**config.mk**
```make
export PLATFORM = sky130hd
export DESIGN_NAME = display_vector_line_generator_flat
export DESIGN_NICKNAME = d
export VERILOG_FILES = /design/src/rtl/dvlg_pkg.sv /design/src/rtl/dvlg_if.sv /design/src/rtl/display_vector_line_generator.sv /design/src/flat_wrapper.sv
export SDC_FILE = /design/constraint.sdc
export NUM_CORES = 1
export LEC_CHECK = 0
export BUFFER_PORTS_ARGS = -buffer_cell sky130_fd_sc_hd__buf_2
export CAP_MARGIN = 20
export CORE_MARGIN = 10
export CORE_UTILIZATION = 40
export CTS_CLUSTER_DIAMETER = 80
export DETAILED_ROUTE_END_ITERATION = 7
export GPL_ROUTABILITY_DRIVEN = 0
export GPL_TIMING_DRIVEN = 0
export SLEW_MARGIN = 20
export SYNTH_ARGS = -nofsm -noshare
export SYNTH_HDL_FRONTEND = slang
export SYNTH_SLANG_ARGS = --single-unit
```
**constraint.sdc**
```tcl
create_clock -name clk -period 24.3 [get_ports clk]
set_clock_uncertainty 0.15 [all_clocks]
set_input_delay 2.43 -clock clk [delete_from_list [all_inputs] [get_ports clk]]
set_output_delay 2.43 -clock clk [all_outputs]
set_load 0.02 [all_outputs]
```
**src/rtl/dvlg_pkg.sv**
```systemverilog
`default_nettype none
package dvlg_pkg;

  localparam int CoordW = 10;
  localparam logic [CoordW-1:0] COORD_MAX = 10'd1023;

  typedef logic [CoordW-1:0] coord_t;

  typedef struct packed {
    coord_t x;
    coord_t y;
  } pt_t;

  // item kinds
  localparam logic [1:0] KIND_LOAD  = 2'd0;
  localparam logic [1:0] KIND_TICK  = 2'd1;
  localparam logic [1:0] KIND_MOVE  = 2'd2;
  localparam logic [1:0] KIND_SPARE = 2'd3;

  // move code bits
  localparam int MV_X    = 3;
  localparam int MV_LEFT = 2;
  localparam int MV_Y    = 1;
  localparam int MV_DOWN = 0;

  typedef struct packed {
    logic active;
    logic xmajor;
    logic shallow;
    logic xneg;
    logic yneg;
  } mode_t;

  typedef struct packed {
    coord_t v;
    logic   hit;
  } clamp_t;

  // clamp a signed coordinate to the screen
  function automatic clamp_t clamp_coord(logic signed [15:0] v);
    clamp_t r;
    r.hit = 1'b0;
    r.v   = v[CoordW-1:0];
    if (v < 16'sd0) begin
      r.hit = 1'b1;
      r.v   = '0;
    end else if (v > $signed({6'b0, COORD_MAX})) begin
      r.hit = 1'b1;
      r.v   = COORD_MAX;
    end
    return r;
  endfunction

  // point arithmetic wraps at the coordinate width
  function automatic pt_t padd(pt_t a, pt_t b);
    pt_t r;
    r.x = a.x + b.x;
    r.y = a.y + b.y;
    return r;
  endfunction

  function automatic pt_t psub(pt_t a, pt_t b);
    pt_t r;
    r.x = a.x - b.x;
    r.y = a.y - b.y;
    return r;
  endfunction

endpackage
`default_nettype wire

```
**src/rtl/dvlg_if.sv**
```systemverilog
`default_nettype none
interface dvlg_in_if;
  logic       valid;
  logic       ready;
  logic [1:0] kind;
  logic       intensify;
  logic       x_negative;
  logic [9:0] x_delta;
  logic       y_negative;
  logic [9:0] y_delta;
  logic [3:0] move_code;
  modport source (output valid, kind, intensify, x_negative, x_delta, y_negative, y_delta,
                  move_code, input ready);
  modport sink (input valid, kind, intensify, x_negative, x_delta, y_negative, y_delta,
                move_code, output ready);
endinterface

interface dvlg_out_if;
  logic       valid;
  logic       ready;
  logic [9:0] pt0_x;
  logic [9:0] pt0_y;
  logic [9:0] pt1_x;
  logic [9:0] pt1_y;
  logic [9:0] pt2_x;
  logic [9:0] pt2_y;
  logic [9:0] pt3_x;
  logic [9:0] pt3_y;
  logic [3:0] point_valid;
  logic       line_done;
  logic       edge_hit;
  modport source (output valid, pt0_x, pt0_y, pt1_x, pt1_y, pt2_x, pt2_y, pt3_x, pt3_y,
                  point_valid, line_done, edge_hit, input ready);
  modport sink (input valid, pt0_x, pt0_y, pt1_x, pt1_y, pt2_x, pt2_y, pt3_x, pt3_y,
                point_valid, line_done, edge_hit, output ready);
endinterface

interface dvlg_cfg_if;
  logic       valid;
  logic       ready;
  logic [3:0] data;
  modport source (output valid, data, input ready);
  modport sink (input valid, data, output ready);
endinterface
`default_nettype wire

```
**src/rtl/display_vector_line_generator.sv**
```systemverilog
// result: the result word of an accepted word is registered on the edge that accepts it
// throughput: one word per cycle, a new word is taken while a result waits if the
//   result is taken in the same cycle (single output register)
// reset: pen at the origin, no line pending, scale_factor 1, output empty
`default_nettype none
module display_vector_line_generator
  import dvlg_pkg::*;
(
  input  wire logic clk,
  input  wire logic rst,
  dvlg_in_if.sink   vec_in,
  dvlg_out_if.source pt_out,
  dvlg_cfg_if.sink  cfg
);

  logic [3:0] scale;
  coord_t pen_x, pen_y;
  pt_t near_p, far_p;
  logic signed [15:0] decision, threshold_c, increment_one, increment_two;
  logic [7:0] steps_left;
  logic [1:0] leftover;
  mode_t line_mode;

  coord_t pen_x_next, pen_y_next;
  pt_t near_next, far_next;
  logic signed [15:0] decision_next, threshold_next, inc_one_next, inc_two_next;
  logic [7:0] steps_next;
  logic [1:0] leftover_next;
  mode_t mode_next;
  pt_t pts_next [4];
  logic [3:0] pv_next;
  logic edge_next;

  logic accept;
  assign vec_in.ready = !pt_out.valid || pt_out.ready;
  assign accept = vec_in.valid && vec_in.ready;
  assign cfg.ready = 1'b1;

  // per-item work
  always_comb begin
    logic [13:0] ax_s, ay_s;
    logic signed [15:0] xr, yr;
    clamp_t cx, cy;
    logic signed [10:0] ddx, ddy;
    coord_t adx, ady, len, mnr, lenm1;
    logic signed [15:0] inc2, thr, inc1;
    logic shallow;
    pt_t maj, mnv, n0, f0, u, v;
    logic cond1, condc;
    logic b1, b2, b3;
    ax_s = '0; ay_s = '0; xr = '0; yr = '0; cx = '0; cy = '0;
    ddx = '0; ddy = '0; adx = '0; ady = '0; len = '0; mnr = '0; lenm1 = '0;
    inc2 = '0; thr = '0; inc1 = '0; shallow = 1'b0;
    b1 = 1'b0; b2 = 1'b0; b3 = 1'b0;
    u = '0; v = '0;
    pen_x_next = pen_x; pen_y_next = pen_y;
    near_next = near_p; far_next = far_p;
    decision_next = decision; threshold_next = threshold_c;
    inc_one_next = increment_one; inc_two_next = increment_two;
    steps_next = steps_left; leftover_next = leftover; mode_next = line_mode;
    for (int k = 0; k < 4; k++) pts_next[k] = '0;
    pv_next = '0;
    edge_next = 1'b0;

    // step vectors of the pending line
    maj = '0; mnv = '0;
    if (line_mode.xmajor) begin
      maj.x = line_mode.xneg ? '1 : coord_t'(1);
      mnv.y = line_mode.yneg ? '1 : coord_t'(1);
    end else begin
      maj.y = line_mode.yneg ? '1 : coord_t'(1);
      mnv.x = line_mode.xneg ? '1 : coord_t'(1);
    end
    n0 = padd(near_p, maj);
    f0 = psub(far_p, maj);
    cond1 = line_mode.shallow ? (decision < 16'sd0) : (decision > 16'sd0);
    condc = decision < threshold_c;

    case (vec_in.kind)
      KIND_LOAD: begin
        ax_s = {4'b0, vec_in.x_delta} * {10'b0, scale};
        ay_s = {4'b0, vec_in.y_delta} * {10'b0, scale};
        xr = vec_in.x_negative ? $signed({6'b0, pen_x}) - $signed({2'b0, ax_s})
                               : $signed({6'b0, pen_x}) + $signed({2'b0, ax_s});
        yr = vec_in.y_negative ? $signed({6'b0, pen_y}) - $signed({2'b0, ay_s})
                               : $signed({6'b0, pen_y}) + $signed({2'b0, ay_s});
        cx = clamp_coord(xr);
        cy = clamp_coord(yr);
        edge_next = cx.hit || cy.hit;
        pen_x_next = cx.v;
        pen_y_next = cy.v;
        mode_next = '0;
        steps_next = '0;
        leftover_next = '0;
        if (vec_in.intensify) begin
          ddx = $signed({1'b0, cx.v}) - $signed({1'b0, pen_x});
          ddy = $signed({1'b0, cy.v}) - $signed({1'b0, pen_y});
          adx = ddx[10] ? coord_t'(-ddx) : ddx[9:0];
          ady = ddy[10] ? coord_t'(-ddy) : ddy[9:0];
          pts_next[0] = '{x: pen_x, y: pen_y};
          pv_next = 4'b0001;
          if (adx != '0 || ady != '0) begin
            pts_next[1] = '{x: cx.v, y: cy.v};
            pv_next = 4'b0011;
            if (adx > ady) begin
              len = adx; mnr = ady;
            end else begin
              len = ady; mnr = adx;
            end
            inc2 = $signed({4'b0, mnr, 2'b0}) - $signed({5'b0, len, 1'b0});
            shallow = inc2 < 16'sd0;
            thr = shallow ? $signed({5'b0, mnr, 1'b0})
                          : $signed({5'b0, mnr, 1'b0}) - $signed({5'b0, len, 1'b0});
            inc1 = thr <<< 1;
            decision_next = shallow ? inc1 - $signed({6'b0, len})
                                    : inc1 + $signed({6'b0, len});
            threshold_next = thr;
            inc_one_next = inc1;
            inc_two_next = inc2;
            lenm1 = len - coord_t'(1);
            steps_next = lenm1[9:2];
            leftover_next = lenm1[1:0];
            near_next = '{x: pen_x, y: pen_y};
            far_next = '{x: cx.v, y: cy.v};
            mode_next.active = lenm1 != '0;
            mode_next.xmajor = adx > ady;
            mode_next.shallow = shallow;
            mode_next.xneg = ddx[10];
            mode_next.yneg = ddy[10];
          end
        end
      end
      KIND_TICK: begin
        if (line_mode.active) begin
          if (steps_left != '0) begin
            // one two-step iteration from both ends
            if (cond1) begin
              u = line_mode.shallow ? pt_t'('0) : mnv;
              v = line_mode.shallow ? maj : padd(maj, mnv);
              decision_next = decision + increment_one;
            end else begin
              u = condc ? pt_t'('0) : mnv;
              v = condc ? padd(maj, mnv) : maj;
              decision_next = decision + increment_two;
            end
            pts_next[0] = padd(n0, u);
            pts_next[1] = padd(pts_next[0], v);
            pts_next[2] = psub(f0, u);
            pts_next[3] = psub(pts_next[2], v);
            near_next = pts_next[1];
            far_next = pts_next[3];
            pv_next = 4'b1111;
            steps_next = steps_left - 8'd1;
            if (steps_left == 8'd1 && leftover == '0) mode_next = '0;
          end else begin
            // tail group of one to three points
            if (cond1) begin
              b1 = !line_mode.shallow; b2 = b1; b3 = b1;
            end else if (condc) begin
              b1 = 1'b0; b2 = 1'b1; b3 = 1'b0;
            end else begin
              b1 = 1'b1; b2 = 1'b0;
              b3 = line_mode.shallow || (decision > threshold_c);
            end
            pts_next[0] = b1 ? padd(n0, mnv) : n0;
            pts_next[1] = b2 ? padd(padd(pts_next[0], maj), mnv) : padd(pts_next[0], maj);
            pts_next[2] = b3 ? psub(f0, mnv) : f0;
            case (leftover)
              2'd1: pv_next = 4'b0001;
              2'd2: pv_next = 4'b0011;
              2'd3: pv_next = 4'b0111;
              default: pv_next = 4'b0000;
            endcase
            if (!pv_next[1]) pts_next[1] = '0;
            if (!pv_next[2]) pts_next[2] = '0;
            if (!pv_next[0]) pts_next[0] = '0;
            leftover_next = '0;
            mode_next = '0;
          end
        end
      end
      KIND_MOVE: begin
        mode_next = '0;
        steps_next = '0;
        leftover_next = '0;
        if (vec_in.move_code[MV_X]) begin
          xr = vec_in.move_code[MV_LEFT] ? $signed({6'b0, pen_x}) - $signed({12'b0, scale})
                                         : $signed({6'b0, pen_x}) + $signed({12'b0, scale});
          cx = clamp_coord(xr);
          pen_x_next = cx.v;
        end
        if (!cx.hit && vec_in.move_code[MV_Y]) begin
          yr = vec_in.move_code[MV_DOWN] ? $signed({6'b0, pen_y}) - $signed({12'b0, scale})
                                         : $signed({6'b0, pen_y}) + $signed({12'b0, scale});
          cy = clamp_coord(yr);
          pen_y_next = cy.v;
        end
        edge_next = cx.hit || cy.hit;
        if (!edge_next && vec_in.intensify) begin
          pts_next[0] = '{x: pen_x_next, y: pen_y_next};
          pv_next = 4'b0001;
        end
      end
      default: begin
      end
    endcase
  end

  // state registers
  always_ff @(posedge clk) begin
    if (rst) begin
      scale <= 4'd1;
      pen_x <= '0;
      pen_y <= '0;
      near_p <= '0;
      far_p <= '0;
      decision <= '0;
      threshold_c <= '0;
      increment_one <= '0;
      increment_two <= '0;
      steps_left <= '0;
      leftover <= '0;
      line_mode <= '0;
    end else begin
      if (cfg.valid) scale <= cfg.data;
      if (accept) begin
        pen_x <= pen_x_next;
        pen_y <= pen_y_next;
        near_p <= near_next;
        far_p <= far_next;
        decision <= decision_next;
        threshold_c <= threshold_next;
        increment_one <= inc_one_next;
        increment_two <= inc_two_next;
        steps_left <= steps_next;
        leftover <= leftover_next;
        line_mode <= mode_next;
      end
    end
  end

  // output word valid
  always_ff @(posedge clk) begin
    if (rst) begin
      pt_out.valid <= 1'b0;
    end else if (accept) begin
      pt_out.valid <= 1'b1;
    end else if (pt_out.ready) begin
      pt_out.valid <= 1'b0;
    end
  end

  // output word payload
  always_ff @(posedge clk) begin
    if (accept) begin
      pt_out.pt0_x <= pts_next[0].x;
      pt_out.pt0_y <= pts_next[0].y;
      pt_out.pt1_x <= pts_next[1].x;
      pt_out.pt1_y <= pts_next[1].y;
      pt_out.pt2_x <= pts_next[2].x;
      pt_out.pt2_y <= pts_next[2].y;
      pt_out.pt3_x <= pts_next[3].x;
      pt_out.pt3_y <= pts_next[3].y;
      pt_out.point_valid <= pv_next;
      pt_out.line_done <= !mode_next.active;
      pt_out.edge_hit <= edge_next;
    end
  end

endmodule
`default_nettype wire
```
**src/flat_wrapper.sv**
```systemverilog
// flat-port wrapper written by rule: the top's interface ports become plain ports
module display_vector_line_generator_flat import dvlg_pkg::*;
  (clk, rst, vec_in_valid, vec_in_kind, vec_in_intensify, vec_in_x_negative, vec_in_x_delta, vec_in_y_negative, vec_in_y_delta, vec_in_move_code, vec_in_ready, pt_out_valid, pt_out_pt0_x, pt_out_pt0_y, pt_out_pt1_x, pt_out_pt1_y, pt_out_pt2_x, pt_out_pt2_y, pt_out_pt3_x, pt_out_pt3_y, pt_out_point_valid, pt_out_line_done, pt_out_edge_hit, pt_out_ready, cfg_valid, cfg_data, cfg_ready);
  dvlg_in_if vec_in_i ();
  dvlg_out_if pt_out_i ();
  dvlg_cfg_if cfg_i ();
  input  wire logic clk;
  input  wire logic rst;
  input wire logic [$bits(vec_in_i.valid)-1:0] vec_in_valid;
  input wire logic [$bits(vec_in_i.kind)-1:0] vec_in_kind;
  input wire logic [$bits(vec_in_i.intensify)-1:0] vec_in_intensify;
  input wire logic [$bits(vec_in_i.x_negative)-1:0] vec_in_x_negative;
  input wire logic [$bits(vec_in_i.x_delta)-1:0] vec_in_x_delta;
  input wire logic [$bits(vec_in_i.y_negative)-1:0] vec_in_y_negative;
  input wire logic [$bits(vec_in_i.y_delta)-1:0] vec_in_y_delta;
  input wire logic [$bits(vec_in_i.move_code)-1:0] vec_in_move_code;
  output wire logic [$bits(vec_in_i.ready)-1:0] vec_in_ready;
  output wire logic [$bits(pt_out_i.valid)-1:0] pt_out_valid;
  output wire logic [$bits(pt_out_i.pt0_x)-1:0] pt_out_pt0_x;
  output wire logic [$bits(pt_out_i.pt0_y)-1:0] pt_out_pt0_y;
  output wire logic [$bits(pt_out_i.pt1_x)-1:0] pt_out_pt1_x;
  output wire logic [$bits(pt_out_i.pt1_y)-1:0] pt_out_pt1_y;
  output wire logic [$bits(pt_out_i.pt2_x)-1:0] pt_out_pt2_x;
  output wire logic [$bits(pt_out_i.pt2_y)-1:0] pt_out_pt2_y;
  output wire logic [$bits(pt_out_i.pt3_x)-1:0] pt_out_pt3_x;
  output wire logic [$bits(pt_out_i.pt3_y)-1:0] pt_out_pt3_y;
  output wire logic [$bits(pt_out_i.point_valid)-1:0] pt_out_point_valid;
  output wire logic [$bits(pt_out_i.line_done)-1:0] pt_out_line_done;
  output wire logic [$bits(pt_out_i.edge_hit)-1:0] pt_out_edge_hit;
  input wire logic [$bits(pt_out_i.ready)-1:0] pt_out_ready;
  input wire logic [$bits(cfg_i.valid)-1:0] cfg_valid;
  input wire logic [$bits(cfg_i.data)-1:0] cfg_data;
  output wire logic [$bits(cfg_i.ready)-1:0] cfg_ready;
  assign vec_in_i.valid = vec_in_valid;
  assign vec_in_i.kind = vec_in_kind;
  assign vec_in_i.intensify = vec_in_intensify;
  assign vec_in_i.x_negative = vec_in_x_negative;
  assign vec_in_i.x_delta = vec_in_x_delta;
  assign vec_in_i.y_negative = vec_in_y_negative;
  assign vec_in_i.y_delta = vec_in_y_delta;
  assign vec_in_i.move_code = vec_in_move_code;
  assign vec_in_ready = vec_in_i.ready;
  assign pt_out_valid = pt_out_i.valid;
  assign pt_out_pt0_x = pt_out_i.pt0_x;
  assign pt_out_pt0_y = pt_out_i.pt0_y;
  assign pt_out_pt1_x = pt_out_i.pt1_x;
  assign pt_out_pt1_y = pt_out_i.pt1_y;
  assign pt_out_pt2_x = pt_out_i.pt2_x;
  assign pt_out_pt2_y = pt_out_i.pt2_y;
  assign pt_out_pt3_x = pt_out_i.pt3_x;
  assign pt_out_pt3_y = pt_out_i.pt3_y;
  assign pt_out_point_valid = pt_out_i.point_valid;
  assign pt_out_line_done = pt_out_i.line_done;
  assign pt_out_edge_hit = pt_out_i.edge_hit;
  assign pt_out_i.ready = pt_out_ready;
  assign cfg_i.valid = cfg_valid;
  assign cfg_i.data = cfg_data;
  assign cfg_ready = cfg_i.ready;
  display_vector_line_generator u_core (.clk(clk), .rst(rst), .vec_in(vec_in_i), .pt_out(pt_out_i), .cfg(cfg_i));
endmodule
```
Word-level counts from Yosys, hierarchy flattened:

Cells that the tools add are included.

* reductions and logical operators: 32
* $add $sub $neg: 42
* mux-type cells: 127
* equal/unequal tests: 12
* $lt $le $gt $ge: 14
* multipliers: 2

Operators with widths (count)
* 20-bit 2-to-1 mux: 29
* 10-bit 2-to-1 mux: 18
* 16-bit 2-to-1 mux: 11
* 10-bit adder: 14
* 20-bit case mux with 2 select lines: 3
* 11-bit 2-to-1 mux: 10
* 16-bit by 1-bit < comparator with 1-bit output (second input constant): 6
* 80-bit 2-to-1 mux: 1
* 10-bit subtractor: 8
* 16-bit by 11-bit greater-than comparator with 1-bit output (second input constant): 4
* 60-bit 2-to-1 mux: 1
* 20-bit case mux with 3 select lines: 1
* 40-bit 2-to-1 mux: 1
* 10-bit case mux with 2 select lines: 2
* 16-bit adder: 2
* 8-bit 2-to-1 mux: 4
* 16-bit case mux with 2 select lines: 1
* 10-bit by 14-bit adder with 15-bit output: 2
* 10-bit nonzero test: 3
* 10-bit by 14-bit subtractor with 15-bit output: 2
* 10-bit by 4-bit multiplier with 14-bit output: 2
* 5-bit 2-to-1 mux: 5
* 4-bit 2-to-1 mux: 6
* 8-bit case mux with 3 select lines: 1
* other kinds (38): 92

* bits in registers: 229
* output and inout port bits: 89
* input bits: 38
* word-level logic and storage cells: 259

Logic depth before layout (Yosys ltp):

* word-level depth: 23
* gate-level depth with buffers: 77
* mapped depth without buffers: 70

Worst setup path before layout:

No wires, ideal clock.

* kind: in2reg
* start: input port vec_in_x_delta[0]
* end: register u_core.decision[11]
* setup time: 0.091 ns
* path buffers: 7
* stages on the path: 72
* data arrival time: 15.433 ns
* path slack: 8.626 ns
* path through: nand2_1 fa_1 inv_1 fa_1 inv_1 fa_1 nor2b_1 o21ai_0 a21boi_0 o21ai_0 a21boi_0 nor2_1 ha_1 inv_1 a21oi_1 o21ai_0 or3_1 a21o_1 [36 not listed] nor2_1 nor2_1 ha_1 inv_1 a21oi_1 nor2_1 nor2_1 o21bai_1 a21oi_1 nor2_1 o21ai_0 nand2b_1 a21oi_1 nor2_1 mux2_2 xnor2_1 nand2_1 a311oi_1

* cells in the longest elaborated chain, start to end: 23

RTL lines
* start, declared: line flat_wrapper.sv:13 `input wire logic [$bits(vec_in_i.x_delta)-1:0] vec_in_x_delta;`
* 10-bit by 4-bit multiplier with 14-bit output *: line display_vector_line_generator.sv:81 `ax_s = {4'b0, vec_in.x_delta} * {10'b0, scale};`
* 10-bit by 14-bit adder with 15-bit output or 10-bit by 14-bit subtractor with 15-bit output (tied branches): line display_vector_line_generator.sv:84, display_vector_line_generator.sv:83
* 16-bit 2-to-1 mux *: line display_vector_line_generator.sv:83 `xr = vec_in.x_negative ? $signed({6'b0, pen_x}) - $signed({2'b0, ax_s})`
* 16-bit by 11-bit greater-than comparator with 1-bit output: line dvlg_pkg.sv:47 `end else if (v > $signed({6'b0, COORD_MAX})) begin`
* 11-bit 2-to-1 mux: line dvlg_pkg.sv:47
* 11-bit 2-to-1 mux *: line dvlg_pkg.sv:44 `if (v < 16'sd0) begin`
* 11-bit 2-to-1 mux *: line display_vector_line_generator.sv:79 `case (vec_in.kind)`
* 10-bit by 10-bit subtractor with 11-bit output *: line display_vector_line_generator.sv:96 `ddx = $signed({1'b0, cx.v}) - $signed({1'b0, pen_x});`
* [7 not listed]
* 12-bit by 11-bit subtractor with 13-bit output: line display_vector_line_generator.sv:110 `inc2 = $signed({4'b0, mnr, 2'b0}) - $signed({5'b0, len, 1'b0});`
* 16-bit by 1-bit < comparator with 1-bit output: line display_vector_line_generator.sv:111 `shallow = inc2 < 16'sd0;`
* 16-bit 2-to-1 mux: line display_vector_line_generator.sv:112 `thr = shallow ? $signed({5'b0, mnr, 1'b0})`
* 16-bit by 11-bit adder with 16-bit output or 16-bit by 11-bit subtractor with 16-bit output (tied branches): line display_vector_line_generator.sv:116, display_vector_line_generator.sv:115
* 16-bit 2-to-1 mux: line display_vector_line_generator.sv:115 `decision_next = shallow ? inc1 - $signed({6'b0, len})`
* 16-bit 2-to-1 mux: line display_vector_line_generator.sv:102 `if (adx != '0 || ady != '0) begin`
* 16-bit 2-to-1 mux: line display_vector_line_generator.sv:95 `if (vec_in.intensify) begin`
* 16-bit case mux with 2 select lines: line display_vector_line_generator.sv:79
* end signal, assigned: line display_vector_line_generator.sv:231 `decision <= decision_next;`
* end, declared: line display_vector_line_generator.sv:19 `logic signed [15:0] decision, threshold_c, increment_one, increment_two;`

Mark *: on every way between the ends. The rest lies on a longest branch, timed or not. The select of a mux whose other input is x is not followed.
A chain may end at the register's enable or synchronous reset.

Worst setup path in the final report:

Same ends and word-level chain as after synthesis.

==> key figures <==
STA
  • Worst Tran Pin Value: 1180 ps
  • Final hold violations: 0
  • RSZ-0062 raised after global routing: no
  • Final setup fails: 0
  • Period utilisation layout: 77.3%
  • Worst relative slew slack: 21.2%
  • Worst hold slack: 309 ps
  • Slew Limit Fails: 0
  • Max Freq: 0.0533 GHz
  • Setup TNS: 0 ps
  • Clock period minus worst slack: 18770 ps

Routing
  • 1st-pass router iterations: 8
  • Initial drt markers: 2337
  • Total Routed Length: 91500 µm
  • DR WL/cell: 20.5 µm
  • Remaining DRCs: 15
  • Remaining antenna violation count: 0
  • DR vias/cell: 5.64
  • Via count: 25200

Global route
  • GR Overflow Total: 0
  • GRT Util Overall: 22.7%
  • Initial antenna violation count: 4
  • First-pass GRT wire length: 140000 µm
  • Vias in the first global route: 24000
  • Largest net degree at the start of global routing: 56

Die
  • Core area: 67000 µm²
  • Die H: 280 µm
  • FP Rows: 95
  • Die area: 78300 µm²
  • Die width: 280 µm
  • Num ports: 127
  • Initial Util: 40.3%

Clocking
  • CTS tree: done
  • Post-CTS resize count: 0
  • Cts hold-fix bufs: 0
  • Total CTS buffers: 29
  • Clock Tree Root: clkbuf_16
  • Later-pin clock latency in the skew report: 610 ps
  • Post-CTS setup buffer count: 0
  • CTS Buffer Depth: 3
  • CTS clk-pin slew, worst paths: 70 ps
  • CTS sink cnt: 205
  • Clock H-tree levels: 1

Logic synthesis
  • Synth Area in Compound Gates: 24.9%
  • Synthesized netlist cell count: 3415
  • Library cells used by synthesis: 96
  • Synth warnings: 0
  • Yosys top cell area share: 17.3%
  • Synthesized Nets: 3892
  • FF+latch count, synth: 205
  • Post-synth EDFFs: 86
  • Main flop type after synthesis: dfxtp_1
  • Synth area leaders: ha_1, edfxtp_1, dfxtp_1
  • Simple-gate share of the synthesized area: 15.4%
  • Syn avg cell area: 7.91 µm²
  • Mapped Area: 27000 µm²
  • Seq/Total Area, Yosys: 18.4%
  • Async SR Flop Fraction: 0%
  • Adder-cell share of the synthesized area: 22.2%
  • Xor-xnor portion of the synthesized cell area: 9.58%
  • Synth area leader: ha_1
  • Multiplexer area fraction after synthesis: 3.12%
  • Main combinational cell family by area after synthesis: compound AO/OA/AOI/OAI gates

Layout
  • Fin cells: 4466
  • # nets final: 4047
  • Commonest non-fill, non-tap cell in the layout: ha_1
  • Leading cell types in the layout, fill and taps excluded: ha_1, a21oi_1, inv_1
  • FILL cells: 6882
  • Area delta synth->final: 10.4%
  • Layout cells sized above 1: 7.04%
  • Antenna cells: 0
  • Cell area after layout: 29800 µm²

Critical path
  • Slowest stage cell, crit path: o21ai_0
  • CP peak stage delay: 840 ps
  • Nature of the critical path endpoint: register
  • Crit path max fanout: 10
  • Req. time, crit path: 24640 ps
  • CP startpoint kind: input port
  • Crit path DAT: 19110 ps
  • WS Path Type: in -> reg

Place
  • Placed inst area: 28800 µm²
  • Hpwl dp: 73900 µm
  • Post-Place Cells: 4412
  • Port bufs: 121

Run
  • Max-cap violations: 0

Run status
  • Failing checks: DRC
  • Run status: complete, but fails checks

Worst hold path
  • Min-Delay Path Class: reg -> reg
Yosys cell counts, types with 23 or more instances:
cell	n
nand3_1	35
o21bai_1	85
fa_1	65
o21ai_0	201
mux2i_1	58
inv_1	314
clkbuf_1	118
a21oi_1	349
o21a_1	23
nand2b_1	41
nand2_1	290
xnor2_1	194
nor2_1	287
xor2_1	90
dfxtp_1	119
a21o_1	121
ha_1	374
and2_1	79
edfxtp_1	86
a211oi_1	57
nor2b_1	40
nor3_1	38
metal layers:
metal	up-vias	GRT usage (%)	routed length, µm	share of wire [%]
li1	12300	-	-	-
met1	11800	31.0	41600	45
met2	868	35.7	39900	44
met3	182	3.07	6330	6.9
met4	6	8.61	3700	4.0
met5	-	0	38	0.042
through the flow:
step	worst slack [ps]	util (%)
floorplan	8630	-
global placement	5260	42.8
detailed placement	5100	42.9
CTS	5670	44.4
global route	4420	44.4
finish	5530	44.4
state kept, by name, indices dropped and copies added (netlist names), 2 cells and up:
signal / flops
u_core.pt_out.pt3_y: 10
u_core.pt_out.pt1_y: 10
u_core.line_mode: 5
u_core.decision: 16
u_core.increment_two: 12
u_core.near_p: 20
u_core.pt_out.pt2_x: 10
u_core.far_p: 20
u_core.pt_out.pt0_y: 10
u_core.pt_out.pt3_x: 10
u_core.steps_left: 8
u_core.pt_out.pt1_x: 10
u_core.threshold_c: 11
u_core.pen_y: 10
u_core.leftover: 2
u_core.pt_out.pt0_x: 10
u_core.pt_out.pt2_y: 10
u_core.scale: 4
u_core.pt_out.point_valid: 4
u_core.pen_x: 10
logic make-up (layout without fill, tap and decap cells):
kind of cell | after synthesis | in the layout
DFF | 205 | 205
other | 1 | 1
buffers and inverters | 454 | 632
muxes | 81 | 81
adders and majority gates | 439 | 439
xor gates and xnor gates | 289 | 289
AOI/OAI and AO/OA | 1048 | 1048
and+or+nand+nor | 898 | 898
area by class of cell:
cell class | instances | area (µm²) | area share (%)
plain buffers | 137 | 544 | 1.83
clock buffers | 32 | 768 | 2.58
clock inverters | 22 | 255 | 0.857
inverters | 317 | 1190 | 4.01
multi-input cells | 2756 | 20300 | 68.2
flip-flops and latches | 205 | 4960 | 16.7
well taps | 873 | 1090 | 3.67
repair buffers | 124 | 656 | 2.20
critical path, delay by kind of cell:
kind | cells | cell delay [ps]
buffers and inverters | 10 | 2080
AOI/OAI and AO/OA | 32 | 7770
and+or+nand+nor | 13 | 1820
adders and majority gates | 9 | 3800
muxes | 1 | 300
xor gates and xnor gates | 2 | 910
worst paths after layout:
path	slack, ps	from	cells past startpoint	to
hold reg to reg	310	u_core.increment_two[10]	2	u_core.increment_two[10]
hold / removal	310	u_core.increment_two[10]	2	u_core.increment_two[10]
setup / recovery	5530	vec_in_x_delta[0]	67	u_core.decision[11]
setup reg to reg	6450	u_core.scale[3]	67	u_core.decision[11]
Power is left out: the tool's default activity adds up to more than one toggle a clock period on the data nets, which glitch-free logic cannot reach.
